<file path="config.mk">
export PLATFORM = sky130hd
export DESIGN_NAME = rars_ctrl
export DESIGN_NICKNAME = d
export VERILOG_FILES = /design/src/sv/rars_pkg.sv /design/src/sv/rars_ctrl.sv
export SDC_FILE = /design/constraint.sdc
export NUM_CORES = 1
export LEC_CHECK = 0
export BUFFER_PORTS_ARGS = -buffer_cell sky130_fd_sc_hd__buf_2
export CAP_MARGIN = 10
export CORE_AREA = 2 2 39 41
export DETAILED_ROUTE_END_ITERATION = 8
export DIE_AREA = 0 0 41 43
export MAX_ROUTING_LAYER = met4
export PLACE_DENSITY = 0.72
export SLEW_MARGIN = 15
export SYNTH_ARGS = -nofsm -noshare
export SYNTH_HDL_FRONTEND = slang
export SYNTH_SLANG_ARGS = --single-unit
</file>
<file path="constraint.sdc">
create_clock -name clk_i -period 1.1 [get_ports clk_i]
set_input_delay 0.11 -clock clk_i [delete_from_list [all_inputs] [get_ports clk_i]]
set_output_delay 0.11 -clock clk_i [all_outputs]
set_load 0.1 [all_outputs]
</file>
<file path="src/sv/rars_pkg.sv">
// shared types and constants for the range add / range sum block
package rars_pkg;
  localparam int unsigned MaxElementsDef = 1024;
  localparam int unsigned IdxW = 11;
  localparam int unsigned ValW = 32;
  localparam int unsigned AccW = 64;

  typedef enum logic [0:0] {
    REQ_ADD   = 1'b0,
    REQ_QUERY = 1'b1
  } req_type_e;

  typedef enum logic [3:0] {
    ST_IDLE,
    ST_CHECK,
    ST_ADD_RD,
    ST_ADD_WAIT,
    ST_ADD_WR,
    ST_Q_RD,
    ST_Q_WAIT,
    ST_Q_ACC,
    ST_Q_MUL,
    ST_Q_FIN,
    ST_OUT
  } state_e;

  // controller to datapath
  typedef struct packed {
    logic load;       // capture request
    logic add_init;   // start an update walk, pass select in dp
    logic add_step;   // write node and advance
    logic rd;         // issue memory read
    logic q_init;     // start a prefix walk
    logic q_acc;      // accumulate read data and advance
    logic q_mul;      // form k*B
    logic q_fin;      // fold prefix into result
    logic out_load;   // load output register
  } cmd_t;

  // datapath to controller
  typedef struct packed {
    logic bad;        // request range invalid
    logic is_query;
    logic walk_done;  // current walk position out of range / zero
    logic last_pass;  // current pass is the final one
  } stat_t;
endpackage

</file>
<file path="src/sv/rars_ctrl.sv">
// sequencer for update and prefix walks
module rars_ctrl (
  input  logic            clk_i,
  input  logic            rst_ni,
  input  logic            req_valid_i,
  output logic            req_ready_o,
  output logic            rsp_valid_o,
  input  logic            rsp_ready_i,
  output rars_pkg::cmd_t  cmd_o,
  input  rars_pkg::stat_t stat_i
);
  import rars_pkg::*;

  state_e state_q, state_d;

  always_ff @(posedge clk_i or negedge rst_ni) begin
    if (!rst_ni) begin
      state_q <= ST_IDLE;
    end else begin
      state_q <= state_d;
    end
  end

  always_comb begin
    state_d = state_q;
    case (state_q)
      ST_IDLE: begin
        if (req_valid_i) state_d = ST_CHECK;
      end
      ST_CHECK: begin
        if (stat_i.bad) state_d = ST_OUT;
        else if (stat_i.is_query) state_d = ST_Q_RD;
        else state_d = ST_ADD_RD;
      end
      ST_ADD_RD: begin
        if (stat_i.walk_done) state_d = stat_i.last_pass ? ST_IDLE : ST_ADD_RD;
        else state_d = ST_ADD_WAIT;
      end
      ST_ADD_WAIT: state_d = ST_ADD_WR;
      ST_ADD_WR: state_d = ST_ADD_RD;
      ST_Q_RD: begin
        if (stat_i.walk_done) state_d = ST_Q_MUL;
        else state_d = ST_Q_WAIT;
      end
      ST_Q_WAIT: state_d = ST_Q_ACC;
      ST_Q_ACC: state_d = ST_Q_RD;
      ST_Q_MUL: state_d = ST_Q_FIN;
      ST_Q_FIN: state_d = stat_i.last_pass ? ST_OUT : ST_Q_RD;
      ST_OUT: begin
        if (rsp_ready_i) state_d = ST_IDLE;
      end
      default: state_d = ST_IDLE;
    endcase
  end

  always_comb begin
    cmd_o = '0;
    req_ready_o = 1'b0;
    rsp_valid_o = 1'b0;
    case (state_q)
      ST_IDLE: begin
        req_ready_o = 1'b1;
        cmd_o.load = req_valid_i;
      end
      ST_CHECK: begin
        cmd_o.add_init = !stat_i.bad && !stat_i.is_query;
        cmd_o.q_init = !stat_i.bad && stat_i.is_query;
        cmd_o.out_load = stat_i.bad;
      end
      ST_ADD_RD: begin
        cmd_o.rd = !stat_i.walk_done;
        cmd_o.add_init = stat_i.walk_done && !stat_i.last_pass;
      end
      ST_ADD_WR: cmd_o.add_step = 1'b1;
      ST_Q_RD: cmd_o.rd = !stat_i.walk_done;
      ST_Q_ACC: cmd_o.q_acc = 1'b1;
      ST_Q_MUL: cmd_o.q_mul = 1'b1;
      ST_Q_FIN: begin
        cmd_o.q_fin = 1'b1;
        cmd_o.out_load = stat_i.last_pass;
      end
      ST_OUT: rsp_valid_o = 1'b1;
      default: ;
    endcase
  end
endmodule

</file>
Yosys cells after proc, flatten, opt, wreduce, memory -nomap -nowiden. Index checks and enable logic that the tools add are counted. Widths: inputs -> output; s select.

Output and inout bits: 11. Input bits: 8. Logic and storage cells: 43. Register bits after elaboration: 4.

Muxes and demuxes: 20. Reduce and logical (&&, ||, !) cells: 10. Equality and inequality tests: 12.

Operators with widths (count): $pmux 4 s11 (1); $mux 4 (5); $eq 4x3->1 const B (4); $eq 4x4->1 const B (3); $mux 1 (9); $eq 4x2->1 const B (2); $eq 4x1->1 const B (1); $logic_not 1->1 (4); $logic_not 4->1 (1); $mux 2 (2); $ne 2x2->1 const B (2); $pmux 1 s2 (2); $logic_and 1x1->1 (3); $mux 3 (1); $reduce_and 2->1 (1); $reduce_or 2->1 (1).

Logic depth before layout (Yosys ltp).
Depth in word-level cells: 3. Depth in mapped cells: 4. Gate-level depth less buffers: 3.

Least setup slack after synthesis. Ideal clock, no wire load.

Kind: flip-flop to output port. Start: register state_q[3]. End: output port cmd_o[8] (netlist name). Buffers on the path: 1. Required time: 0.990 ns. Arrival: 3.311 ns. Stages on the path, launching flop included: 4. Slack: -2.321 ns. Path through: dfrtp_1 -> buf_2 -> nor4_2 -> and2_1.

RTL lines: start: declaration (line rars_ctrl.sv:14) `state_e state_q, state_d;`; start signal: assignment (line rars_ctrl.sv:20) `state_q <= state_d;`; end: declaration (line rars_ctrl.sv:9) `output rars_pkg::cmd_t cmd_o,`.

==> impl_metrics.ini <==
[run_status]
violations = negative setup slack
outcome = finished with violations

[die]
core_um2 = 1384
io_pins = 19
dieArea_um2 = 1763
initial_utilization_pct = 32.01
die-height_um = 43
die_w_um = 41
num_rows = 14

[power_and_ir_drop]
total_power_mw = 4.281
swShare_pct = 50.73
powerDensity_nw_per_um2 = 3679
ir_drop_mv = 2.159
seqPwrFrac_pct = 8.9
p_int_mw = 2.110
p_comb_share_pct = 86.5
switchingPower_mw = 2.172
p_leak_nw = 0.5193
clockPowerShare_pct = 4.6

[setup_path]
rr_worst_depth = 6
end_kind = output pin
start_kind = flip-flop
worst-path-buf-inv = 1
crit_type = reg2out
worst_path_largest_cell_delay_ps = 480
arrival_ps = 1620
cp_cell_sequence = nor4bb_2 > a21oi_1 > nor3_2 > buf_12
critPathMaxFanout = 8
r2r_setup_slack_ps = -370
cp_slowest_cell = dfrtp_2
critical-path-top-delay-family = simple AND/OR/NAND/NOR gates
reg2reg_to = state_q[1]
critPathRequiredTime_ps = 990
reg2reg_from = state_q[1]

[finish]
regMostFlops = state_q
syn_to_final_growth_pct = 162.7
drive_above_1_share_pct = 77.06
reg.largest.list = state_q x4
largest_reg_flops = 4
num-nets-final = 119
diodes = 0
post-route-util_pct = 84.09
n_fill_cell = 61

[clock_network]
cts_buffers = 3
path_clk_slew_ps = 50
tritoncts = built
ctsHtreeMaxLevel = 1
cts.path.max_buffers = 2
cts.sinks = 4
cts-root-buf = clkbuf_4
clkLatencyLatePin_ps = 250

[timing]
fin_crit_sh_pct = 157.5
drv_slew = 0
hold_slack_ps = 121.7
fin_ws_ps = -632.7
finalSetupViolations = 15
setup_tns_ps = -6547
max_freq_mhz = 577.1
fin_crit_ps = 1733
finClkSkew_ps = 12.37
relSlewSlack_pct = 78.80
finalHoldViolCount = 0
tightest_slew_ps = 318.0
rsz0062_at_grt = yes

[min_path]
min_path_type = in2reg
hold_depth = 3
hold_end = state_q[0]
min_from = req_valid_i

[place]
port_buffers = 18
dp_hpwl_um = 1222
gp_congestion = 0.8579

[routing]
drc = 0
drt_first_pass_iters = 4
wirelength_um = 2418
drt_iter0_markers = 21
via_per_inst = 5.848
wl_per_cell_um = 19.34
vias = 731
antenna_left = 0

[synth]
synth_area_um2 = 442.9
yosys.area.top_type_share_pct = 22.60
syn_nets = 63
syn_avg_cell_area_um2 = 8.053
ys_ff_latch = 4
synth_common_cells = nor2_1 (6), nor3_1 (6), dfrtp_1 (4)
synthArstFlopShare_pct = 100.0
ys_warn_count = 0
ys_seq_area_share_pct = 22.60
ys_types = 33
synthCells = 55
synth_edf_count = 0
synth_top_cell_by_area = dfrtp_1
ys_top_cells_by_area = dfrtp_1 (23%), nor3_1 (6.8%), nor2_1 (5.1%)
ys.flop_type = dfrtp_1

[global_route]
grt_max_degree = 9
track_usage_pct = 30.24
antenna_found_initial = 0
grt_pass1_wl_um = 3443
grt_pass1_vias = 716
grt-ovfl-total = 0

[job]
max_cap_viol_count = 0
## routing by layer
| layer | vias up | routed length (µm) | global-route usage [%] |
|---|---|---|---|
| li1 | 317 | - | - |
| met1 | 358 | 950 | 33.44 |
| met2 | 40 | 1183 | 47.81 |
| met3 | 16 | 149 | 7.853 |
| met4 | 0 | 133 | 14.67 |
| met5 | - | 0 | - |
## cells in the final DEF, fill, tap and decap left out, types with 2 or more instances in the layout
cell type | synthesis | final
nor2_1 | 6 | 3
buf_2 | 3 | 7
nor2_2 | 0 | 2
buf_6 | 1 | 5
buf_12 | 0 | 13
nand2b_4 | 1 | 2
nor3_2 | 0 | 3
and3_4 | 0 | 2
a21oi_2 | 0 | 2
nor3_4 | 0 | 3
buf_4 | 0 | 28
dfrtp_2 | 0 | 2
clkbuf_4 | 0 | 3
dfrtp_1 | 4 | 2
## how the worst max path moves through the flow
stage / from / endpoint / cells past startpoint
2_1_floorplan: state_q[2] / cmd_o[8] / 3
3_3_place_gp: state_q[1] / cmd_o[5] / 4
3_5_place_dp: state_q[1] / cmd_o[5] / 4
4_1_cts: state_q[0] / cmd_o[7] / 4
5_1_grt: state_q[0] / cmd_o[7] / 4
6_report: state_q[0] / cmd_o[7] / 4
## cell type report
cell class                 instances  area [µm²]  area share [%]
tap                               16       20.02           1.720
clock buffer                       3       22.52           1.935
sequential                         4       102.6           8.817
timing repair buffer              55       586.8           50.43
inverter                           3       13.76           1.183
multi-input combinational         44       417.9           35.91
## power groups by stage
stage	registers (mW)	logic, mW	clock network, mW
global placement	0.396	2.74	0
detailed placement	0.405	2.80	0
global route	0.387	3.84	0.206
finish	0.382	3.70	0.198
floorplan	0.331	1.87	0
CTS	0.365	3.37	0.186
## logic make-up after synthesis
logic type | synth area share, %
and+or+nand+nor | 39.55
AOI/OAI and AO/OA | 27.12
muxes | 2.260
DFF | 22.60
buffers and inverters | 8.473
## worst register-to-register path: cells and delay by family (launching register included)
family | cells | cell delay (ps)
flops | 1 | 430
buf+inv | 3 | 370
compound gates | 2 | 330
simple gates | 1 | 230
## through the flow
| stage | cells | setup slack (ps) | instance area (µm²) |
|---|---|---|---|
| after global placement | 102 | -272.6 | 917.1 |
| after floorplan | 55 | -1162 | 546.8 |
| after CTS | 120 | -475.5 | 1106 |
| after global routing | 125 | -688.1 | 1164 |
| after detailed placement | 102 | -297.4 | 917.1 |
| final | 125 | -632.7 | 1164 |
## what timing repair did
item | 4_1_cts | 5_1_grt
cloned | 0 | 0
endpoints found under the hold margin | 4 | 0
endpoints found under the setup margin | 15 | 15
pin swaps | 8 | 7
setup buffers | 14 | 5
hold buffers | 1 | 0
gates resized for setup | 11 | 5
(Power assumes the default switching activity.)
